$ cat src/rtl/core/mhpq_pkg.sv
`default_nettype none

package mhpq_pkg;

  localparam int unsigned KEY_W   = 32;
  localparam int unsigned TOTAL_W = 7;

  localparam logic signed [KEY_W-1:0] EMPTY_KEY = -32'sd2;

  typedef enum logic {
    OP_PUSH = 1'b0,
    OP_POP  = 1'b1
  } mhpq_op_e;

  // Broadcast to every cell in the cycle an item is taken.
  typedef struct packed {
    logic                    push;
    logic                    pop;
    logic signed [KEY_W-1:0] key;
  } mhpq_cmd_t;

  // What a cell shows its neighbors.
  typedef struct packed {
    logic                    gt;
    logic                    valid;
    logic signed [KEY_W-1:0] key;
  } mhpq_link_t;

endpackage

`default_nettype wire

$ cat src/rtl/core/mhpq_cell.sv
`default_nettype none

module mhpq_cell
  import mhpq_pkg::*;
#(
  parameter int unsigned CNT_W = 7,
  parameter int unsigned IDX   = 0
) (
  input  wire logic             clk_i,
  input  wire mhpq_cmd_t        cmd_i,
  input  wire mhpq_link_t       left_i,
  input  wire mhpq_link_t       right_i,
  input  wire logic [CNT_W-1:0] count_i,
  output mhpq_link_t            link_o
);

  logic signed [KEY_W-1:0] key_q, key_d;
  logic                    own_valid;
  logic                    gt;

  // Occupancy follows from the fill count; empty cells act as +infinity.
  assign own_valid = count_i > CNT_W'(IDX);
  assign gt        = !own_valid || ($signed(cmd_i.key) < $signed(key_q));

  assign link_o.gt    = gt;
  assign link_o.valid = own_valid;
  assign link_o.key   = key_q;

  always_comb begin
    key_d = key_q;
    if (cmd_i.push) begin
      if (left_i.gt) begin
        key_d = left_i.key;
      end else if (gt) begin
        key_d = cmd_i.key;
      end
    end else if (cmd_i.pop) begin
      key_d = right_i.key;
    end
  end

  always_ff @(posedge clk_i) begin
    key_q <= key_d;
  end

endmodule

`default_nettype wire

$ cat config.mk
export PLATFORM = sky130hd
export DESIGN_NAME = mhpq_cell
export DESIGN_NICKNAME = d
export VERILOG_FILES = /design/src/rtl/core/mhpq_pkg.sv /design/src/rtl/core/mhpq_cell.sv
export SDC_FILE = /design/constraint.sdc
export NUM_CORES = 1
export LEC_CHECK = 0
export BUFFER_PORTS_ARGS = -buffer_cell sky130_fd_sc_hd__buf_4
export CORE_AREA = 2 2 75 105
export CTS_BUF_LIST = sky130_fd_sc_hd__clkbuf_8
export CTS_CLUSTER_SIZE = 20
export DETAILED_ROUTE_END_ITERATION = 8
export DIE_AREA = 0 0 77 107
export GPL_TIMING_DRIVEN = 0
export PLACE_DENSITY = 0.67
export SYNTH_ARGS = -nofsm -noshare
export SYNTH_HDL_FRONTEND = slang
export SYNTH_SLANG_ARGS = --single-unit
$ cat constraint.sdc
create_clock -name clk_i -period 5.8 [get_ports clk_i]
set_input_delay 0.87 -clock clk_i [delete_from_list [all_inputs] [get_ports clk_i]]
set_output_delay 0.87 -clock clk_i [all_outputs]
set_load 0.02 [all_outputs]
* Yosys cells after proc, flatten, opt, wreduce, memory -nomap -nowiden
Cells that the tools add are included.
** Operators by class
- Magnitude comparators :: 2
- Equality and inequality tests :: 1
- Muxes and demuxes :: 4
- Reductions and logical operators :: 4
** Operators by type and width (number)
- 32-bit two-way mux :: 4
- 32-bit < comparator :: 1
- 7-bit by 1-bit greater-than comparator with 1-bit output, second input constant :: 1
- 3-bit by 1-bit != test with 1-bit output, second input constant :: 1
- 2-bit AND reduction :: 1
- 2-bit nonzero test :: 1
- 1-bit logical NOT :: 1
- 1-bit logical OR :: 1
** Word-level totals
- Register bits :: 32
- Output and inout port bits :: 34
- Logic and storage cells :: 12

* Logic depth before layout (Yosys ltp)
Gate-level depths: netlist of run 1.
- Word-level depth :: 6
- Mapped depth :: 9
- Gate-level depth less buffers :: 8

* Worst setup path before layout of run 1
OpenSTA, ideal clock, no wires.
- Kind :: in2reg
- Start point :: in cmd_i[2] (netlist name)
- End point :: reg key_q[0] (enable)
- Setup time :: 461 ps
- Arrival time :: 4181 ps
- Required time :: 5339 ps
- Setup slack :: 1158 ps
- Stages on the path :: 7
- Cells stage by stage :: ha_1 -> a211o_1 -> a31oi_1 -> o311a_1 -> o41a_1 -> o31ai_1 -> nor3_1
** Between the ends
- Cells in the longest elaborated chain, start to end :: 4
** Ends and longest elaborated chain
- start: declaration :: line mhpq_cell.sv:10 : input wire mhpq_cmd_t cmd_i,
- 32-bit < comparator :: line mhpq_cell.sv:23 : assign gt = !own_valid || ($signed(cmd_i.key) < $signed(key_q));
- 1-bit logical OR :: line mhpq_cell.sv:23
- 3-bit by 1-bit != test with 1-bit output (no source line)
- 2-bit AND reduction (no source line)
- end signal: assignment :: line mhpq_cell.sv:43 : key_q <= key_d;
- end: declaration :: line mhpq_cell.sv:17 : logic signed [KEY_W-1:0] key_q, key_d;
Every way passes these cells.
A chain may end at the register's enable or synchronous reset.

* Worst setup path in the final report of run 1
- Start point :: in cmd_i[7] (netlist name)
- End point :: out link_o[33] (netlist name)
** Between the ends
- Cells in the longest elaborated chain, start to end :: 2
** Ends and longest elaborated chain
- 32-bit < comparator :: line mhpq_cell.sv:23
- 1-bit logical OR :: line mhpq_cell.sv:23
- end: declaration :: line mhpq_cell.sv:14 : output mhpq_link_t link_o
Every way passes these cells.

==> key figures, run 1 <==
Die
  • Rows: 37
  • Core Region: 0.00731 mm2
  • Starting density of the core: 33.9%
  • Die X: slightly below 80 um
  • Die area: 0.00824 mm2
  • Chip Height: 107 um
  • Top Ports: 144

Power and ir drop
  • Cell Int Power: 522 uW
  • VDD IR-drop max: ~0.14 mV
  • Power per cell area: 205 mW/mm2
  • Total Power: about 770 uW
  • Sw Pwr: 250 uW
  • Lkg Pwr: 1.91 nW
  • Gate power share: 38.9%
  • Sequential share of power: about two fifths
  • Clock power share: 21.6%
  • Sw frac: 32.4%

Global route
  • GR Overflow Total: 0
  • Initial antenna violation count: 0
  • Gr usage total: 16.9%
  • Pin count of the biggest net entering global routing: 12
  • First-pass GRT wire length: roughly 11,000 um
  • Vias in the first global route: 2,479

Final layout
  • Share of cells above drive strength 1: 37.9%
  • Area of the multi-input gates: 0.00135 mm2
  • Synthesis-to-layout area growth: 51.8%
  • Biggest regs: key_q: 32 flops
  • Max reg flops: 32
  • Fillers: 734
  • Largest Register: key_q
  • NumNets Final: 554
  • Number of diodes: 0
  • Reg area: 961 um2

Worst setup path
  • CP max stage cell: o41a_1
  • Crit path buf inv count: 3
  • Startpoint Class: primary input
  • Worst path max stage delay: 410 ps
  • Setup Crit Path Kind: primary input to primary output
  • Worst path cell trace: buf_4, ha_1, nand4_1, o311a_1, o41a_1, o21ba_1, mux2i_1, buf_4, buf_4
  • CP Capture Type: primary output
  • Worst-path maximum fanout: 3
  • Arrival @ worst endpoint: 2810 ps
  • Top cell by count, worst path: buf_4
  • Top Family by Delay on Critical Path: compound AO/OA/AOI/OAI gates
  • Worst Path Required: 4930 ps

Route
  • DR DRC count: 0
  • ANT nets after route: 0
  • DR vias/cell: 4.77
  • Drt pass-1 iters: 4
  • DR WL/cell: 13.8 um
  • DR iter-0 viols: 60
  • Total length of routed wires: 7050 um
  • Vias: 2,436

Clock network
  • Postcts setup bufs: 0
  • CTS HTree Levels: 2
  • CTS tree: yes
  • Root Buffer: clkbuf_8
  • Clock Path Buffers: 2
  • TritonCTS Buffers: 5
  • Worst skew pair latency: about 280 ps
  • CTS clk-pin slew, worst paths: 70 ps
  • Hold buffers post-CTS: 0
  • Sink Count: 32
  • PostCTS Resize Cnt: 0

Timing
  • Final hold vios: 0
  • Post-layout minimum cycle time: 3680 ps
  • Max Fclk: 272 MHz
  • Fin. max-slew vios: 0
  • Slew of the pin with the lowest slew margin: 710 ps
  • Rel. slew slack: approximately 52%
  • Hold slack: 905 ps
  • Clk_skew: 3.96 ps
  • RSZ-0062 raised after global routing: no
  • Period utilization: 63.4%
  • Setup Viol. Count Final: 0

Placed design
  • # port buffers: around 140
  • Final RePlAce weighted congestion: about 0.79
  • DP HPWL: 5970 um

Logic synthesis
  • Mapped Cells: 264
  • Seq/Total Area, Yosys: 38.7%
  • Mapped Area: 0.00248 mm2
  • Post-Syn Area per Cell: 9.40 um2
  • Synthesized Nets: 405
  • Count of cell types in the netlist: 30
  • Ys Warns: 0
  • Number of synthesized register bits: 32

Worst hold path
  • Hold Crit Class: primary input to register

Outcome
  • Run status: finished clean

Flow run
  • Max Cap Viol: 0
kinds of logic after synthesis:
| group | synth area share [%] |
|---|---|
| AO/OA/AOI/OAI | 13.8 |
| adder cells (fa/ha/maj) | 15.6 |
| buffers and inverters | 7.26 |
| flip-flops | 38.7 |
| multiplexers | 13.3 |
| AND/OR/NAND/NOR | 11.2 |
worst register-to-register path, delay by kind of cell (launching register included):
| kind | cells | cell delay [ps] |
|---|---|---|
| AO/OA/AOI/OAI | 5 | 960 |
| AND/OR/NAND/NOR | 1 | 590 |
| buffers and inverters | 3 | 460 |
| flip-flops | 1 | 390 |
| adder cells (fa/ha/maj) | 1 | 230 |
stage by stage:
| stage | setup slack, ps | util, % | setup TNS (ps) | area, um2 | cells |
|---|---|---|---|---|---|
| floorplan | 1160 | - | 0 | 2480 | 264 |
| global placement | -309 | 49.8 | -9840 | 3650 | 500 |
| detailed placement | 2120 | 50.4 | 0 | 3680 | 503 |
| CTS | 2110 | 51.5 | 0 | 3770 | 511 |
| global route | 1970 | 51.5 | 0 | 3770 | 511 |
| finish | 2120 | 51.5 | 0 | 3770 | 511 |
cells in the mapped netlist:
cell type | number | area share, %
or2b_2 | 1 | 0.35
ha_1 | 31 | 16
or4_1 | 1 | 0.30
a21o_2 | 1 | 0.35
edfxtp_1 | 32 | 39
and2_1 | 1 | 0.25
a2bb2oi_1 | 1 | 0.35
nor3b_1 | 1 | 0.30
o311a_1 | 1 | 0.40
o21a_1 | 1 | 0.30
o21ba_1 | 1 | 0.40
a221oi_1 | 1 | 0.35
nor4_1 | 1 | 0.25
nand3_1 | 2 | 0.40
a31oi_1 | 1 | 0.25
buf_2 | 3 | 0.60
a21oi_1 | 47 | 9.5
o21ai_0 | 4 | 0.81
nor3_1 | 3 | 0.60
nand4_1 | 7 | 1.8
mux2i_1 | 33 | 13
inv_1 | 32 | 4.8
buf_4 | 2 | 0.60
a211o_1 | 1 | 0.35
o31ai_1 | 1 | 0.30
nand4b_1 | 1 | 0.35
nor2_1 | 35 | 5.3
o41a_1 | 1 | 0.45
nand2_1 | 9 | 1.4
clkbuf_1 | 8 | 1.2
area by class of cell:
| cell class | count | area share [%] |
|---|---|---|
| Inverter | 32 | 3.19 |
| Buffer | 13 | 1.59 |
| Tap cell | 97 | 3.22 |
| Multi-Input combinational cell | 187 | 35.7 |
| Clock buffer | 5 | 1.83 |
| Timing Repair Buffer | 142 | 28.6 |
| Sequential cell | 32 | 25.5 |
| Clock inverter | 3 | 0.365 |
path summary, 6_finish.rpt:
check / slack (ps) / to / depth (start not counted) / start
setup / recovery: 2120 / link_o[33] / 9 / cmd_i[7]
setup reg to reg: 2880 / key_q[20]$_DFFE_PP_ / 10 / key_q[2]$_DFFE_PP_
hold / removal: 910 / key_q[1]$_DFFE_PP_ / 3 / right_i[1]
hold reg to reg: 1180 / key_q[3]$_DFFE_PP_ / 5 / key_q[31]$_DFFE_PP_
power groups by stage:
stage	logic (mW)	registers [mW]	clock network, mW
2_1_floorplan	0.124	0.345	0
3_3_place_gp	0.292	0.312	0
3_5_place_dp	0.303	0.311	0
4_1_cts	0.305	0.306	0.174
5_1_grt	0.332	0.309	0.183
6_report	0.300	0.305	0.167
routing by layer:
metal  global-route usage (%)  vias up  share of wire, %
li1                         -     1246                 -
met1                     19.0     1096                39
met2                     32.3       81                55
met3                     2.27       13               4.2
met4                     5.99        0               1.8
met5                        0        -                 0
cells in the final DEF, fill, tap and decap left out, drive strengths merged:
| master | instances |
|---|---|
| mux2i | 33 |
| a221oi | 1 |
| nor3b | 1 |
| or2b | 1 |
| or4 | 1 |
| nor2 | 35 |
| inv | 32 |
| nor4 | 1 |
| edfxtp | 32 |
| and2 | 1 |
| a2bb2oi | 1 |
| o41a | 1 |
| clkinv | 3 |
| a21oi | 47 |
| o31ai | 1 |
| a21o | 1 |
| o21ai | 4 |
| nand4 | 7 |
| o21a | 1 |
| a211o | 1 |
| nand4b | 1 |
| clkbuf | 13 |
| o311a | 1 |
| ha | 31 |
| a31oi | 1 |
| nor3 | 3 |
| nand3 | 2 |
| nand2 | 9 |
| buf | 147 |
| o21ba | 1 |
(Power assumes the default switching activity.)
==> inputs of run 2 (changes only) <==
- ABC_AREA: not set -> 1
- PLACE_DENSITY: 0.67 -> 0.7
- clock period: 5.8 -> 3.05 ns (I/O delays scaled with it)
==> run 2 against run 1 <==
  * Clock skew is 2.1 ps higher
  * Clock power is 140% higher
  * First-iteration DRC count is 33% higher
  * Non-clock buffer count stayed put
  * Routed wire length is 4.6% higher
  * Core utilization is 0.51 points higher
  * Area after synthesis is 0.71% higher
  * Register-to-register slack worse by 2400 ps
  * Critical path depth is 3 higher
  * Highest routed layer unchanged
==> key figures, run 2 <==
Power and ir drop
  • Clock power share: around a quarter
  • Lkg Pwr: about 1.9 nW
  • Gate power share: between 30% and 40%
  • Cell Int Power: 1.06 mW
  • Sequential share of power: 37.3%
  • Sw Pwr: 499 uW
  • Sw frac: 31.9%
  • Power per cell area: 411 mW/mm2
  • Total Power: approximately 1.6 mW
  • VDD IR-drop max: 0.302 mV

Flow run
  • Max Cap Viol: 0

Final layout
  • Number of diodes: 0
  • Area of the multi-input gates: 0.00132 mm2
  • Post-route cell area: between 0.003 and 0.004 mm2
  • Synthesis-to-layout area growth: 52.3%
  • Largest Register: key_q
  • NumNets Final: 610
  • Commonest non-fill, non-tap cell in the layout: buf_4
  • Share of cells above drive strength 1: around a third
  • Max reg flops: 32
  • Most frequent cells in the layout: buf_4, nand2_1, o21ai_0
  • Fillers: ~720
  • Biggest regs: key_q: 32 flops
  • Reg area: 961 um2

Placed design
  • DP HPWL: 5830 um
  • Placement Cell Area: approximately 0.0037 mm2
  • Final RePlAce weighted congestion: 0.809
  • # port buffers: 140

Global route
  • Met3 usage: 4.80%
  • Met2 Use GR: 33.1%
  • First-pass GRT wire length: 11,600 um
  • Vias in the first global route: 2,572
  • Global route hottest layer: met2
  • Gr usage total: 17.7%
  • GR Overflow Total: 0
  • Pin count of the biggest net entering global routing: 33
  • M1 GR Usage: 19.7%
  • Initial antenna violation count: 0

Worst setup path
  • Setup Crit Path Kind: register to register
  • Startpoint Class: register
  • R2R Setup Slk: 460 ps
  • Worst Path Required: 3090 ps
  • Top cell by count, worst path: nand2_1
  • Worst path max stage delay: approximately 440 ps
  • CP Capture Type: register
  • CP max stage cell: clkinv_1
  • R2R Path Start: key_q[31]$_DFFE_PP_
  • Worst-path maximum fanout: 21
  • Top Family by Delay on Critical Path: buffers and inverters
  • Critical Path Stages: 12
  • Worst path cell trace: inv_1, ha_1, a21oi_1, o21a_1, nand2_1, a21oi_4, nand2_1, nand2_1, nand4_1, nand2_1, clkinv_1, buf_16
  • Arrival @ worst endpoint: about 2600 ps
  • Crit path buf inv count: 3
  • RR Endpoint: key_q[10]$_DFFE_PP_
  • Worst reg-to-reg path cell count: 12

Timing
  • Max Fclk: between 300 and 400 MHz
  • Final hold vios: 0
  • Clk_skew: 6.06 ps
  • Slew of the pin with the lowest slew margin: 552 ps
  • Period utilization: 85.1%
  • Setup Viol. Count Final: 0
  • Fin. max-slew vios: 0
  • Rel. slew slack: 63.0%
  • RSZ-0062 raised after global routing: no
  • Post-layout minimum cycle time: 2590 ps

Clock network
  • Hold buffers post-CTS: 0
  • Clock Path Buffers: 2
  • PostCTS Resize Cnt: 0
  • Worst skew pair latency: 290 ps
  • TritonCTS Buffers: 5
  • Postcts setup bufs: 0
  • Sink Count: 32
  • CTS clk-pin slew, worst paths: roughly 70 ps
  • CTS HTree Levels: 2
  • CTS tree: yes
  • Root Buffer: clkbuf_8

Die
  • Die X: 77 um
  • Chip Height: roughly 110 um
  • Die area: 0.00824 mm2
  • Top Ports: 144
  • Rows: 37
  • Starting density of the core: 34.2%
  • Core Region: about 0.0073 mm2

Logic synthesis
  • Biggest area consumer among synthesized cells: edfxtp_1
  • Post-synth EDFFs: 32
  • Top post-synthesis cells by area: edfxtp_1, ha_1, o21ai_0, nand2_1, inv_1
  • Ys Warns: 0
  • Count of cell types in the netlist: 24
  • Top-area cell type share of the netlist area: 38.5%
  • Count leader, synth: nand2_1
  • Post-Syn Area per Cell: 7.78 um2
  • Number of synthesized register bits: 32
  • Most frequent cells after synthesis: nand2_1, o21ai_0, inv_1
  • Mapped Cells: 321
  • Main synth FF type: edfxtp_1
  • Synthesized Nets: around 460
  • Mapped Area: 0.00250 mm2
  • Async S/R FF share, synth: 0%
  • Seq/Total Area, Yosys: 38.5%

Worst hold path
  • Hold Crit Class: primary input to register
  • WHS Endpoint: key_q[25]$_DFFE_PP_
  • Hold Crit Depth: 3
  • Min-delay src: right_i[25]

Route
  • Vias: 2,682
  • DR iter-0 viols: 80
  • Total length of routed wires: 7370 um
  • ANT nets after route: 0
  • DR WL/cell: 13.0 um
  • Drt pass-1 iters: 4
  • DR vias/cell: roughly 4.7
  • DR DRC count: 0

Outcome
  • Run status: finished clean
[run 2: cell types whose count changed after synthesis, sizes merged, moves of 2 or more]
cell,previous run,this run
nand2,9,65
nand4,7,2
mux2i,33,0
nand3,2,4
clkbuf,8,10
nor2,35,41
a21oi,47,15
inv,32,43
o21ai,4,68
[run 2: power by group through the flow]
stage | combinational, mW | clock (mW) | sequential, mW
finish | 0.571 | 0.409 | 0.584
global route | 0.638 | 0.439 | 0.592
CTS | 0.570 | 0.427 | 0.587
detailed placement | 0.567 | 0 | 0.596
global placement | 0.556 | 0 | 0.594
floorplan | 0.237 | 0 | 0.658
[run 2: area by class of cell]
cell class	instances	area share, %
Buffer	14	1.61
Clock buffer	5	1.81
Clock inverter	3	0.987
Inverter	43	4.24
Multi-Input combinational cell	232	34.6
Sequential cell	32	25.3
Tap cell	97	3.19
Timing Repair Buffer	141	28.3
[run 2: worst min-delay path, cell delays in order]
cell and delay [ps]:
buf_4 70, nand2_1 40, o21ai_0 50
[run 2: per-stage QoR]
step	util [%]	setup TNS, ps	cells	hold slack (ps)	worst slack, ps
final	52.0	0	567	442	455
after global routing	52.0	0	567	443	195
after CTS	51.6	0	566	427	131
after detailed placement	50.2	-2120	558	743	-67.6
after global placement	50.2	-1260	558	733	-40.7
after floorplan	-	0	321	649	529
[run 2: worst max path at each step]
| stage | endpoint | startpoint | slack, ps |
|---|---|---|---|
| floorplan | key_q[0]$_DFFE_PP_ | key_q[21]$_DFFE_PP_ | 530 |
| global placement | key_q[5]$_DFFE_PP_ | cmd_i[5] | -40 |
| detailed placement | key_q[4]$_DFFE_PP_ | cmd_i[5] | -70 |
| CTS | key_q[12]$_DFFE_PP_ | key_q[31]$_DFFE_PP_ | 130 |
| global route | key_q[10]$_DFFE_PP_ | key_q[9]$_DFFE_PP_ | 190 |
| finish | key_q[10]$_DFFE_PP_ | key_q[31]$_DFFE_PP_ | 460 |
[run 2: logic make-up after synthesis]
family / synth area share [%]
simple gates: 19.1
fa+ha+maj: 15.5
buf+inv: 8.91
flops: 38.5
compound gates: 18.0
[run 2: layer usage]
metal / up-vias / part of all wire [%] / wire length, um
li1: 1363 / - / -
met3: 7 / 7.3 / 540
met1: 1204 / 40 / 2950
met2: 108 / 52 / 3820
met5: - / 0 / 0
met4: 0 / 0.92 / 68
==> inputs of run 3 (changes only) <==
- CORE_AREA: 2 2 75 105 -> 2 2 88 90
- DIE_AREA: 0 0 77 107 -> 0 0 90 92
- PLACE_DENSITY: 0.7 -> 0.69
==> run 3 against run 2 <==
  * Non-clock buffer count stayed put
  * Total power shrank 6.5%
  * Final cell count up 0.71%
  * Critical path depth is 2 higher
  * Clock-buffer cell count is the same
  * Combinational power barely moved
  * Largest cell class unchanged
  * Clock skew rose by 1.4 ps
  * Final area shrank 0.62%
  * Worst hold slack better by 12 ps
  * Core utilization shrank 1.2 points
==> key figures, run 3 (synthesized netlist as in run 2, its figures left out) <==
Worst setup path
  • R2R Path Start: key_q[15]$_DFFE_PP_
  • Setup Crit Path Kind: register to register
  • Startpoint Class: register
  • CP Capture Type: register
  • Worst Path Required: 3040 ps
  • Arrival @ worst endpoint: 2630 ps
  • R2R Setup Slk: 410 ps
  • Worst-path maximum fanout: 18
  • Worst reg-to-reg path cell count: 14
  • RR Endpoint: key_q[14]$_DFFE_PP_

Die
  • Core Region: 0.00745 mm2
  • Die X: around 90 um
  • Starting density of the core: 33.6%
  • Top Ports: 144
  • Die area: 0.00828 mm2
  • Chip Height: 92 um
  • Rows: 32

Outcome
  • Run status: finished clean

Final layout
  • Reg area: about 960 um2
  • Fillers: roughly 760
  • Max reg flops: 32
  • Synthesis-to-layout area growth: 51.3%
  • Commonest non-fill, non-tap cell in the layout: buf_4
  • NumNets Final: 610
  • Area of the multi-input gates: 0.00132 mm2
  • Share of cells above drive strength 1: 34.5%
  • Most frequent cells in the layout: buf_4, nand2_1, o21ai_0
  • Number of diodes: 0
  • Largest Register: key_q
  • Biggest regs: key_q: 32 flops

Flow run
  • Max Cap Viol: 0

Clock network
  • TritonCTS Buffers: 5
  • CTS tree: yes
  • Clock Path Buffers: 2
  • CTS clk-pin slew, worst paths: 70 ps
  • Postcts setup bufs: 0
  • PostCTS Resize Cnt: 0
  • CTS HTree Levels: 2
  • Root Buffer: clkbuf_8
  • Sink Count: 32
  • Worst skew pair latency: 280 ps
  • Hold buffers post-CTS: 0

Timing
  • Worst setup margin: a little over 400 ps
  • Period utilization: between 80 and 90%
  • Clk_skew: 7.45 ps
  • Max Fclk: 379 MHz
  • Rel. slew slack: 45.0%
  • Fin. max-slew vios: 0
  • Setup Viol. Count Final: 0
  • Post-layout minimum cycle time: 2640 ps
  • RSZ-0062 raised after global routing: no
  • Slew of the pin with the lowest slew margin: 823 ps
  • Final hold vios: 0

Placed design
  • # port buffers: between 100 and 150
  • Worst slack, placed: -52.7 ps
  • DP HPWL: 5760 um
  • Final RePlAce weighted congestion: 0.805

Route
  • DR WL/cell: 12.8 um
  • Met1 Wirelength: about 3200 um
  • Vias: 2,658
  • Drt pass-1 iters: 4
  • DR DRC count: 0
  • DR vias/cell: 4.65
  • DR iter-0 viols: 70
  • DR WL met2: 3550 um
  • Total length of routed wires: 7330 um
  • ANT nets after route: 0
  • Met3 routed WL: roughly 500 um
  • Max Used Layer: met4

Power and ir drop
  • Total Power: 1.46 mW
  • Lkg Pwr: 1.90 nW
  • VDD IR-drop max: 0.168 mV
  • Power per cell area: 387 mW/mm2

Global route
  • GR Overflow Total: 0
  • Gr usage total: 18.3%
  • Vias in the first global route: approximately 2.6k
  • Initial antenna violation count: 0
  • Pin count of the biggest net entering global routing: 33
  • First-pass GRT wire length: between 10,000 and 15,000 um

Worst hold path
  • Hold Crit Depth: 3
  • Hold Crit Class: primary input to register
  • WHS Endpoint: key_q[18]$_DFFE_PP_
  • Min-delay src: right_i[18]
[run 3: cell count changes in the layout (fill, tap and decap cells not counted)]
cell	previous run	this run
inv_1	40	41
bufinv_16	1	0
clkinv_1	3	2
[run 3: cell type report]
class | count | area share [%]
buffer | 14 | 1.62
clock buffer | 5 | 1.82
clock inverter | 2 | 0.199
inverter | 43 | 4.27
multi-input combinational | 232 | 34.8
sequential | 32 | 25.4
tap | 102 | 3.38
timing repair buffer | 141 | 28.5
[run 3: power breakdown]
group          internal, mW  switching (mW)
logic                 0.271           0.300
registers             0.556          0.0274
clock network         0.151           0.157
total                 0.977           0.485
[run 3: worst max path at each step]
stage	startpoint	end	cells after the start
2_1_floorplan	key_q[21]$_DFFE_PP_	key_q[0]$_DFFE_PP_	11
3_3_place_gp	cmd_i[5]	key_q[10]$_DFFE_PP_	13
3_5_place_dp	cmd_i[15]	key_q[11]$_DFFE_PP_	13
4_1_cts	key_q[15]$_DFFE_PP_	key_q[3]$_DFFE_PP_	13
5_1_grt	key_q[15]$_DFFE_PP_	key_q[2]$_DFFE_PP_	14
6_report	key_q[15]$_DFFE_PP_	key_q[14]$_DFFE_PP_	14
[run 3: critical path, stage by stage (launching register included)]
cell and delay (ps):
edfxtp_1 400, inv_1 70, ha_1 230, nand2_1 80, inv_1 40, nand3_1 110
inv_1 70, a21oi_2 120, nand2_1 80, nand2_1 80, nand3_1 90, nand4_1 100
nand2_1 50, inv_1 600, buf_16 230
[run 3: per-layer routing]
metal  vias to the layer above  GRT usage (%)
met5                         -              0
met2                       107           31.8
met3                        10           4.35
met1                      1176           22.7
li1                       1365              -
met4                         0           5.26
[run 3: per-stage QoR]
step	hold slack, ps	TNS (ps)	cell area, um2	utilization, %	std cells
after floorplan	649	0	2500	-	321
after global placement	733	-505	3680	49.4	563
after detailed placement	742	-1640	3680	49.4	563
after CTS	444	0	3750	50.4	570
after global routing	447	0	3780	50.8	571
final	454	0	3780	50.8	571
